<file path="src/design/cnms_pkg.sv">
package cnms_pkg;

  // Number of active channels; channels at or beyond this are absent.
  localparam int Channels = 4;
  // Fixed field count of one beat.
  localparam int NumFields = 4;

  // Increment width after rounding to Q14.16.
  localparam int IncW = 30;

  // Channel kind codes
  localparam logic [1:0] KindWiener  = 2'd1;
  localparam logic [1:0] KindPoisson = 2'd2;

  // Register indexes
  localparam logic [2:0] RegKinds  = 3'd0;
  localparam logic [2:0] RegParamA = 3'd1;
  localparam logic [2:0] RegParamB = 3'd2;
  localparam logic [2:0] RegMix0   = 3'd3;
  localparam logic [2:0] RegMix1   = 3'd4;
  localparam logic [2:0] RegMix2   = 3'd5;
  localparam logic [2:0] RegMix3   = 3'd6;

  // Reset values of the mixing rows: 0.5 on the diagonal
  localparam logic [63:0] MixRst0 = 64'h0000_0000_0000_2000;
  localparam logic [63:0] MixRst1 = 64'h0000_0000_2000_0000;
  localparam logic [63:0] MixRst2 = 64'h0000_2000_0000_0000;
  localparam logic [63:0] MixRst3 = 64'h2000_0000_0000_0000;

  typedef logic [NumFields-1:0][15:0] word_vec_t;

  typedef struct packed {
    logic signed [15:0] gauss_3;
    logic signed [15:0] gauss_2;
    logic signed [15:0] gauss_1;
    logic signed [15:0] gauss_0;
  } in_item_t;

  typedef struct packed {
    logic signed [31:0] value_0;
    logic signed [31:0] value_1;
    logic signed [31:0] value_2;
    logic signed [31:0] value_3;
    logic [3:0]         event_flags;
  } out_item_t;

  // What one lane hands to the accumulate stage
  typedef struct packed {
    logic                   event_hit;
    logic signed [IncW-1:0] inc;
  } lane_res_t;

  typedef lane_res_t [NumFields-1:0] lane_res_vec_t;

endpackage

</file>
<file path="src/design/cnms_lane.sv">
module cnms_lane (
  input  logic                     clk,
  input  logic                     in_en,
  input  logic                     mid_en,
  input  logic                     late_en,
  input  cnms_pkg::word_vec_t      gauss,
  input  cnms_pkg::word_vec_t      coef,
  input  logic [1:0]               kind,
  input  logic signed [15:0]       pa,
  input  logic signed [15:0]       pb,
  output cnms_pkg::lane_res_t      res
);

  logic signed [31:0] prod_r [cnms_pkg::NumFields];
  logic signed [33:0] omega_r;
  logic signed [33:0] omega_nxt;
  logic signed [49:0] mul_r;
  logic               hit_r;
  logic signed [33:0] thresh;
  logic signed [51:0] t_sum;
  logic signed [51:0] t_rnd;

  // Multiply each source by its weight; sources beyond the channel count drop out
  always_ff @(posedge clk) begin
    if (in_en) begin
      for (int n = 0; n < cnms_pkg::NumFields; n++) begin
        if (n < cnms_pkg::Channels) begin
          prod_r[n] <= 32'($signed(gauss[n])) * 32'($signed(coef[n]));
        end else begin
          prod_r[n] <= '0;
        end
      end
    end
  end

  // Sum the products into the indicator
  always_comb begin
    omega_nxt = '0;
    for (int n = 0; n < cnms_pkg::NumFields; n++) begin
      omega_nxt = omega_nxt + 34'(prod_r[n]);
    end
  end

  always_ff @(posedge clk) begin
    if (mid_en) begin
      omega_r <= omega_nxt;
    end
  end

  // Scale by diffusion and compare against the threshold at 26 fraction bits
  assign thresh = 34'(pa) <<< 14;

  always_ff @(posedge clk) begin
    if (late_en) begin
      mul_r <= 50'(pb) * 50'(omega_r);
      hit_r <= omega_r > thresh;
    end
  end

  // Add drift, round half up to 16 fraction bits
  assign t_sum = (52'(pa) <<< 26) + 52'(mul_r);
  assign t_rnd = t_sum + (52'sd1 <<< 21);

  always_comb begin
    res = '0;
    case (kind)
      cnms_pkg::KindWiener: begin
        res.inc = t_rnd[51:22];
      end
      cnms_pkg::KindPoisson: begin
        if (hit_r) begin
          res.event_hit = 1'b1;
          res.inc       = cnms_pkg::IncW'(pb) <<< 4;
        end
      end
      default: begin
        res = '0;
      end
    endcase
  end

endmodule

</file>
<file path="config.mk">
export PLATFORM = sky130hd
export DESIGN_NAME = cnms_lane
export DESIGN_NICKNAME = d
export VERILOG_FILES = /design/src/design/cnms_pkg.sv /design/src/design/cnms_lane.sv
export SDC_FILE = /design/constraint.sdc
export NUM_CORES = 2
export LEC_CHECK = 0
export BUFFER_PORTS_ARGS = -buffer_cell sky130_fd_sc_hd__buf_2
export CAP_MARGIN = 10
export CORE_MARGIN = 1.5
export CORE_UTILIZATION = 45
export DETAILED_ROUTE_END_ITERATION = 16
export PLACE_DENSITY = 0.68
export SYNTH_ARGS = -nofsm -noshare
export SYNTH_HDL_FRONTEND = slang
export SYNTH_SLANG_ARGS = --single-unit
</file>
<file path="constraint.sdc">
create_clock -name clk -period 8.6 [get_ports clk]
set_input_delay 1.72 -clock clk [delete_from_list [all_inputs] [get_ports clk]]
set_output_delay 1.72 -clock clk [all_outputs]
set_load 0.01 [all_outputs]
</file>
==> results.md <==
* WS Path Type: in -> reg
* RSZ-0062 raised after global routing: false
* Synth area leaders: fa_1 (48%), inv_1 (10%), ha_1 (9.7%)
* Synthesis-to-layout area growth at 5.615%
* Fin. Hold Viols at 0
* Post-CTS Resized at 0
* Die area at 152800 µm²
* Core Area at 149600 µm²
* I/O Pins at 197
* Post-synth top cells: inv_1 (1797), fa_1 (1626), nand2_1 (982)
* Crit end category: register
* H-tree Lvls at 4
* Num rows at 142
* Slew margin rel. at 30.67%
* Synth top area share at 48.08%
* Vias at 47840
* Most common cell in the synthesized netlist: inv_1
* Vias per Instance at 5.172
* Placed Cells at 9209
* Most used DFF post-synth: edfxtp_1
* Clk sinks at 192
* Hold_buf cts at 0
* Non-Filler Instances at 9249
* Routed wire length at 169.2 mm
* Synth area leader: fa_1
* Initial antenna violation count at 23
* Yosys warnings at 0
* Reg clk slew, reported paths at 0.09 ns
* Layout cells sized above 1 at 4.208%
* Mean Syn Cell Area at 9.443 µm²
* Fillers at 14040
* Netlist cell types at 68
* TNS Setup at 0 ns
* Post-CTS setup buffer count at 0
* Largest net degree at the start of global routing at 66
* Synth Cell Area at 67700 µm²
* Setup Skew at 0.02557 ns
* Slew Limit Fails at 0
* DRC Markers at 0
* Worst skew pair latency at 0.52 ns
* Setup WS post-layout at 0.6373 ns
* Detail Placement HPWL at 138.0 mm
* Final #Nets at 9527
* Count of final setup violators at 0
* Crit Path Max Fanout at 34
* Status: complete, no violations
* Cell count after synthesis at 7169
* Root buffer cell: clkbuf_16
* Vias in the first global route at 52750
* Number of flops mapped to enable cells by yosys at 192
* Starting Density at 45.25%
* CTS tree: done
* Syn_nets at 9484
* Die height at 390.9 µm
* CTS Buffer Depth at 2
* Gpl congestion at 0.9565
* Final Critical Period at 7.963 ns
* Synthesized flop and latch total at 192
* FFs w/ async S/R, synth at 0%
* Die X at 390.9 µm
* IO Port Bufs at 196
* Fin crit share at 92.59%
* Initial drt markers at 2928
* Hold slack at 0.5779 ns
* Cts bufs inserted at 17
* # Max-Cap Violations at 0
* Slew @ Worst Pin at 1.040 ns
* Drt wl/cell at 18.30 µm
* ANT nets after route at 0
* Req. time, crit path at 8.94 ns
* Part of the Yosys area used for sequential elements at 8.516%
* Worst hold path type: reg -> reg
* WP data arrival at 8.30 ns
* Gr ovfl total at 0
* First-pass GRT wire length at 279.6 mm
* Startpoint Class: primary input
* Tot GR Track Use at 23.30%
* DRT Pass-1 Iters at 5
* Max Freq at 125.6 MHz
* Pre-CTS WS at 0.1938 ns
## per-stage QoR
stage / instance area (µm²) / util, %
3_5_place_dp: 70890 / 47.39
3_3_place_gp: 70890 / 47.39
6_report: 71500 / 47.79
5_1_grt: 71500 / 47.79
4_1_cts: 71480 / 47.78
2_1_floorplan: 67700 / -
## kinds of logic after synthesis
group	Yosys count	synth area share, %
fa+ha+maj	2149	57.75
simple gates	1995	14.04
compound gates	575	5.515
xor+xnor	223	2.885
buf+inv	2034	11.28
mux	1	0.01479
flops	192	8.516
## critical path, stage by stage
cell,delay (ns)
buf_2,0.69
nand2_1,0.17
fa_1,0.52
fa_1,0.48
fa_1,0.56
inv_1,0.06
fa_1,0.50
fa_1,0.49
inv_1,0.05
fa_1,0.47
inv_1,0.04
ha_1,0.32
a21oi_1,0.18
nor2_1,0.06
a2111o_1,0.41
a211o_1,0.25
and4_1,0.30
a21oi_1,0.36
o211ai_1,0.20
a2111o_1,0.40
o211ai_1,0.09
## worst paths after layout
kind / slack, ns / depth (start not counted) / endpoint / from
setup / recovery: 0.64 / 21 / mul_r[49]$_DFFE_PP_ / pb[3]
hold / removal: 0.58 / 1 / omega_r[0]$_DFFE_PP_ / prod_r[1][0]$_DFFE_PP_
setup reg to reg: 1.48 / 20 / mul_r[49]$_DFFE_PP_ / omega_r[19]$_DFFE_PP_
hold reg to reg: 0.58 / 1 / omega_r[0]$_DFFE_PP_ / prod_r[1][0]$_DFFE_PP_
## layout make-up
| cell class | instances | area [µm²] | area share, % |
|---|---|---|---|
| Antenna cell | 8 | 20.02 | 0.02800 |
| Timing Repair Buffer | 257 | 1541 | 2.156 |
| Clock buffer | 18 | 429.2 | 0.6002 |
| Tap cell | 2016 | 2522 | 3.528 |
| Inverter | 1801 | 6760 | 9.455 |
| Multi-Input combinational cell | 4943 | 54300 | 75.94 |
| Clock inverter | 14 | 162.7 | 0.2275 |
| Sequential cell | 192 | 5766 | 8.064 |
## registers in the layout, summed over array words and instances (netlist names)
signal   flops
prod_r     128
omega_r     34
mul_r       29
hit_r        1
## cell usage in the layout, fill, tap and decap left out, drive strengths merged, types with 10 or more instances in the layout
master / n
and2: 595
a31oi: 13
xnor2: 169
nand2b: 55
o211ai: 21
a21oi: 172
and3: 18
a22oi: 13
nor4: 10
ha: 523
nand3: 37
edfxtp: 192
nand2: 982
fa: 1626
nor3: 25
xor2: 54
a21o: 88
nor2: 195
a211oi: 27
o21ai: 105
buf: 257
o21bai: 22
inv: 1806
o21a: 32
clkbuf: 18
nor2b: 20
nand4: 25
## layer usage
layer  routed length [µm]  share of wire (%)  GRT usage [%]  vias up
li1                     -                  -              -    21360
met1                68760                 41          30.62    24530
met2                82490                 49          39.40     1654
met3                12790                7.6          3.938      280
met4                 5093                3.0          7.068       18
met5                  103              0.061              0        -
Power is left out: the tool's default activity adds up to more than one toggle a clock period on the data nets, which glitch-free logic cannot reach.
