[src/design/cnms_pkg.sv]
package cnms_pkg;

  // Number of active channels; channels at or beyond this are absent.
  localparam int Channels = 4;
  // Fixed field count of one beat.
  localparam int NumFields = 4;

  // Increment width after rounding to Q14.16.
  localparam int IncW = 30;

  // Channel kind codes
  localparam logic [1:0] KindWiener  = 2'd1;
  localparam logic [1:0] KindPoisson = 2'd2;

  // Register indexes
  localparam logic [2:0] RegKinds  = 3'd0;
  localparam logic [2:0] RegParamA = 3'd1;
  localparam logic [2:0] RegParamB = 3'd2;
  localparam logic [2:0] RegMix0   = 3'd3;
  localparam logic [2:0] RegMix1   = 3'd4;
  localparam logic [2:0] RegMix2   = 3'd5;
  localparam logic [2:0] RegMix3   = 3'd6;

  // Reset values of the mixing rows: 0.5 on the diagonal
  localparam logic [63:0] MixRst0 = 64'h0000_0000_0000_2000;
  localparam logic [63:0] MixRst1 = 64'h0000_0000_2000_0000;
  localparam logic [63:0] MixRst2 = 64'h0000_2000_0000_0000;
  localparam logic [63:0] MixRst3 = 64'h2000_0000_0000_0000;

  typedef logic [NumFields-1:0][15:0] word_vec_t;

  typedef struct packed {
    logic signed [15:0] gauss_3;
    logic signed [15:0] gauss_2;
    logic signed [15:0] gauss_1;
    logic signed [15:0] gauss_0;
  } in_item_t;

  typedef struct packed {
    logic signed [31:0] value_0;
    logic signed [31:0] value_1;
    logic signed [31:0] value_2;
    logic signed [31:0] value_3;
    logic [3:0]         event_flags;
  } out_item_t;

  // What one lane hands to the accumulate stage
  typedef struct packed {
    logic                   event_hit;
    logic signed [IncW-1:0] inc;
  } lane_res_t;

  typedef lane_res_t [NumFields-1:0] lane_res_vec_t;

endpackage

[src/design/cnms_accum.sv]
module cnms_accum (
  input  logic                      clk,
  input  logic                      rst_n,
  input  logic                      fire,
  input  logic                      out_ready,
  input  cnms_pkg::lane_res_vec_t   res,
  output logic                      out_valid,
  output cnms_pkg::out_item_t       out_data
);

  logic signed [31:0] acc_r   [cnms_pkg::NumFields];
  logic signed [31:0] acc_nxt [cnms_pkg::NumFields];
  logic [3:0]         flags_r;
  logic [3:0]         flags_nxt;
  logic               valid_r;
  logic signed [32:0] sum;

  // Saturating add of each lane's increment
  always_comb begin
    sum = '0;
    for (int c = 0; c < cnms_pkg::NumFields; c++) begin
      sum        = 33'(acc_r[c]) + 33'(res[c].inc);
      flags_nxt[c] = res[c].event_hit;
      if (sum[32] != sum[31]) begin
        acc_nxt[c] = sum[32] ? 32'sh8000_0000 : 32'sh7fff_ffff;
      end else begin
        acc_nxt[c] = sum[31:0];
      end
    end
  end

  // Hold accumulators and the result beat; advance on fire
  always_ff @(posedge clk) begin
    if (!rst_n) begin
      for (int c = 0; c < cnms_pkg::NumFields; c++) begin
        acc_r[c] <= '0;
      end
      flags_r <= '0;
      valid_r <= 1'b0;
    end else begin
      if (fire) begin
        for (int c = 0; c < cnms_pkg::NumFields; c++) begin
          acc_r[c] <= acc_nxt[c];
        end
        flags_r <= flags_nxt;
        valid_r <= 1'b1;
      end else if (out_ready) begin
        valid_r <= 1'b0;
      end
    end
  end

  assign out_valid            = valid_r;
  assign out_data.value_0     = acc_r[0];
  assign out_data.value_1     = acc_r[1];
  assign out_data.value_2     = acc_r[2];
  assign out_data.value_3     = acc_r[3];
  assign out_data.event_flags = flags_r;

endmodule

[config.mk]
export PLATFORM = sky130hd
export DESIGN_NAME = cnms_accum
export DESIGN_NICKNAME = d
export VERILOG_FILES = /design/src/design/cnms_pkg.sv /design/src/design/cnms_accum.sv
export SDC_FILE = /design/constraint.sdc
export NUM_CORES = 1
export LEC_CHECK = 0
export ABC_AREA = 1
export BUFFER_PORTS_ARGS = -buffer_cell sky130_fd_sc_hd__buf_2
export CAP_MARGIN = 0
export CORE_UTILIZATION = 40
export CTS_BUF_LIST = sky130_fd_sc_hd__clkbuf_16
export DETAILED_ROUTE_END_ITERATION = 12
export GPL_TIMING_DRIVEN = 0
export HOLD_SLACK_MARGIN = 0.02
export PLACE_DENSITY = 0.61
export SYNTH_ARGS = -nofsm -noshare
export SYNTH_HDL_FRONTEND = slang
export SYNTH_SLANG_ARGS = --single-unit
[constraint.sdc]
create_clock -name clk -period 8.35 [get_ports clk]
set_clock_uncertainty 0.05 [all_clocks]
set_input_delay 0.835 -clock clk [delete_from_list [all_inputs] [get_ports clk]]
set_output_delay 0.835 -clock clk [all_outputs]
set_load 0.05 [all_outputs]
==> impl_metrics.py <==
metrics = {
    "placement": {
        "port_buffers": 259,
        "hpwl_mm": 37.07,
        "gp_congestion": 0.9600,
    },
    "cells_and_area": {
        "final_layout_size_suffix_gt1_share_pct": 16.33,
        "finish.utilization_pct": 48.35,
        "nNetsFinal": 2721,
        "layout-area-overhead-vs-synth_pct": 17.65,
    },
    "logic_synthesis": {
        "synthCells": 2181,
        "postSynthAreaPerCell_um2": 6.574,
        "ys_seq_area_share_pct": 27.51,
        "netlist.top_cell.by_area": "edfxtp_1",
        "synth.distinct_cells": 41,
        "syn_nets": 2441,
        "synth-seq-cells": 133,
        "synthesis.yosys.warnings": 0,
        "synth_area_mm2": 0.01434,
        "synthDominantCellAreaShare_pct": 26.81,
        "post_synth_main_area_contributors": "edfxtp_1 (27%), nand2_1 (20%), ha_1 (11%)",
    },
    "detailed_routing": {
        "initialDrtViolationCount": 731,
        "routed_wl_mm": 45.12,
        "detail_route_antenna_nets": 0,
        "vias": 14680,
        "routedWlPerCell_um": 15.38,
        "drt_pass1_iterations": 5,
        "detail_route.vias_per_cell": 5.006,
        "post-route-drc-count": 0,
    },
    "global_route": {
        "use_met1_pct": 33.37,
        "groute.usage.overall_pct": 25.04,
        "grt-busiest-layer": "met2",
        "grt_start_max_net_pins": 65,
        "via_count_of_the_first_global_routing_pass": 14310,
        "use_met3_pct": 4.645,
        "wire_length_of_the_first_global_routing_pass_mm": 72.06,
        "initial_antenna_violation_count": 6,
        "globalRouteMet2Util_pct": 40.90,
        "grt.overflow.total": 0,
    },
    "sta": {
        "report.final.hold_viol_count": 0,
        "setup_repair_after_global_routing_missed_its_margin": "false",
        "slew_violations": 0,
        "fraction_of_the_cycle_the_final_worst_path_needs_pct": 36.62,
        "timing.slew.headroom_pct": 31.39,
        "max_freq_mhz": 327.0,
        "timing.setup.tns_ns": 0,
        "worst_hold_slack_ns": 0.4121,
        "layout_min_cycle_time_ns": 3.058,
        "finalSetupViolations": 0,
        "worst_slew_pin_tran_ns": 1.029,
    },
    "clock_network": {
        "quantity_of_hold_fixing_buffers_added_after_cts": 0,
        "path_clk_slew_ns": 0.07,
        "postCtsSetupBuffers": 0,
        "buffer_levels_on_the_longest_clock_path": 2,
        "clock_tree.root_cell": "clkbuf_16",
        "clk_latency_ns": 0.46,
        "cts_inserted_buffers": 17,
        "clock_sink_count": 133,
        "cts_tree": "built",
        "post_cts_repair_resize_count": 0,
        "level_count_of_the_clock_h_tree": 4,
    },
    "power_and_ir_drop": {
        "power.clock.fraction_pct": 19.9,
        "p_int_w": 0.002020,
        "net_switching_power_w": 0.001978,
        "vdd_ir_drop_max_mv": 0.1544,
        "power_w": 0.003998,
        "netSwitchingFraction_pct": 49.48,
        "seqPwrFrac_pct": 23.8,
        "share_comb_of_total_power_pct": 56.3,
        "power_per_cell_area_mw_per_mm2": 237.0,
        "p_leak_nw": 9.417,
    },
    "worst_setup_path": {
        "kind_of_end_point_of_the_critical_path": "flip-flop",
        "crit_path_cells": "buf_2 > ha_1 > inv_1 > fa_1 > inv_1 > nand3_1 > nand2_1 > nand3_1 > nand2_2 > nand2_1 > nand2_2 > nand2_1 > nand2_1 > nand2_1 > nand2_1 > nand2_1 > buf_6 > buf_6 > nand3_1 > nand2_1",
        "worst-endpoint-arrival_ns": 3.22,
        "crit_slowest_cell": "fa_1",
        "worst_setup_path_start_kind": "input pin",
        "critical_path_peak_fanout": 10,
        "timing_worst_setup_path_type": "input pin to flip-flop",
        "cp.required_ns": 8.51,
        "crit_path_frequent_cell": "nand2_1",
        "crit_path_max_incr_delay_ns": 0.40,
    },
    "floorplanning": {
        "initial_utilization_pct": 41.10,
        "die_x_um": 191.3,
        "rows": 68,
        "boundaryPins": 261,
        "chipHeight_um": 191.3,
        "core_area_mm2": 0.03488,
        "die_area_mm2": 0.03661,
    },
    "worst_hold_path": {
        "timing.hold.worst.class": "flip-flop to flip-flop",
    },
    "status": {
        "status": "finished clean",
    },
    "run": {
        "cap_viol_max_count": 0,
    },
}
[power by group through the flow]
stage               clock, W  combinational, W  sequential (W)
finish              0.000794           0.00225        0.000953
floorplan                  0           0.00132         0.00135
global placement           0           0.00222        0.000968
detailed placement         0           0.00223        0.000966
CTS                 0.000806           0.00225        0.000954
global route        0.000835           0.00250        0.000967
[cell usage after synthesis]
cell and n:
edfxtp_1 128, nand3_2 2, nor4_1 6, buf_2 12
nand2_2 27, o21ai_2 2, inv_2 5, a21oi_1 154
nand3_4 1, xor2_1 65, or2_2 2, inv_1 279
nand4_1 14, buf_4 5, nand3b_1 4, or2_1 4
nor2_1 215, nor3_2 1, a21oi_2 41, o21ai_0 59
xnor2_1 11, fa_1 4, nand3_1 151, a21o_1 9
dfxtp_1 5, buf_6 7, inv_4 2, nor2_8 2
ha_1 128, and2_1 1, o21ai_1 1, nand2_1 776
o21a_1 4, clkbuf_1 7, nor3_1 20, clkinv_1 1
o21bai_1 14, buf_1 5, a21boi_0 2, nand2_4 3
and3_1 2
[metrics by stage]
step / area [um2] / instances / worst slack [ns]
global route: 16860 / 2930 / 5.049
global placement: 16200 / 2895 / 1.981
finish: 16870 / 2933 / 5.292
floorplan: 14340 / 2181 / 4.025
CTS: 16860 / 2929 / 5.312
detailed placement: 16270 / 2897 / 4.827
[area by class of cell]
class / count / area [um2]
Clock buffer: 17 / 425.4
Sequential cell: 133 / 3944
Multi-Input combinational cell: 1725 / 9097
Tap cell: 455 / 569.3
Inverter: 287 / 1082
Buffer: 36 / 221.5
Antenna cell: 4 / 10.01
Timing Repair Buffer: 261 / 1351
Clock inverter: 15 / 166.4
Fill cell: 3667 / 18020
[cells in the final DEF (no fill, tap or decap), types with 4 or more instances in the layout]
master / n
nand3b_1: 4
o21a_1: 4
a21o_1: 9
clkinv_2: 4
nand2_4: 4
nand2_2: 27
buf_4: 5
nor3_1: 20
a21oi_1: 154
dfxtp_1: 5
fa_1: 4
diode_2: 4
nand3_1: 151
ha_1: 128
nand2_1: 775
buf_6: 7
nand4_1: 14
o21ai_0: 59
buf_2: 271
xnor2_1: 11
buf_1: 5
xor2_1: 65
clkbuf_1: 7
inv_1: 280
nor4_1: 6
a21oi_2: 41
o21bai_1: 14
clkbuf_16: 17
or2_1: 4
edfxtp_1: 128
nor2_1: 215
inv_2: 5
[cell families (layout without fill, tap and decap cells)]
logic type / count (synthesis) / count (layout) / share of synthesized area [%]
flops: 133 / 133 / 27.51
other cells: 0 / 4 / 0
compound gates: 286 / 286 / 11.62
simple gates: 1231 / 1231 / 35.41
buf+inv: 323 / 616 / 9.093
xor+xnor: 76 / 76 / 4.643
fa+ha+maj: 132 / 132 / 11.73
[registers in the layout, indices dropped and copies added (netlist names)]
signal / count
out_valid: 1
flags_r: 4
acc_r: 128
[critical path: cells and delay by family]
family	cells	cell delay, ns
and+or+nand+nor	13	1.20
adders and majority gates	2	0.58
buffers and inverters	5	0.60
[worst paths after layout]
kind	slack, ns	from	end	cells after the start
worst max register to register	5.38	acc_r[3][0]	acc_r[3][4]	19
worst min-delay path	0.41	out_valid	out_valid	2
worst min register to register	0.41	out_valid	out_valid	2
worst max-delay path	5.29	res[93]	acc_r[3][4]	20
[layer usage]
layer | wire length (um) | share of wire, % | up-vias
li1 | - | - | 7624
met1 | 21480 | 48 | 6611
met2 | 20220 | 45 | 383
met3 | 2418 | 5.4 | 61
met4 | 974 | 2.2 | 4
met5 | 27 | 0.060 | -
Power figures use the tool's default switching activity.
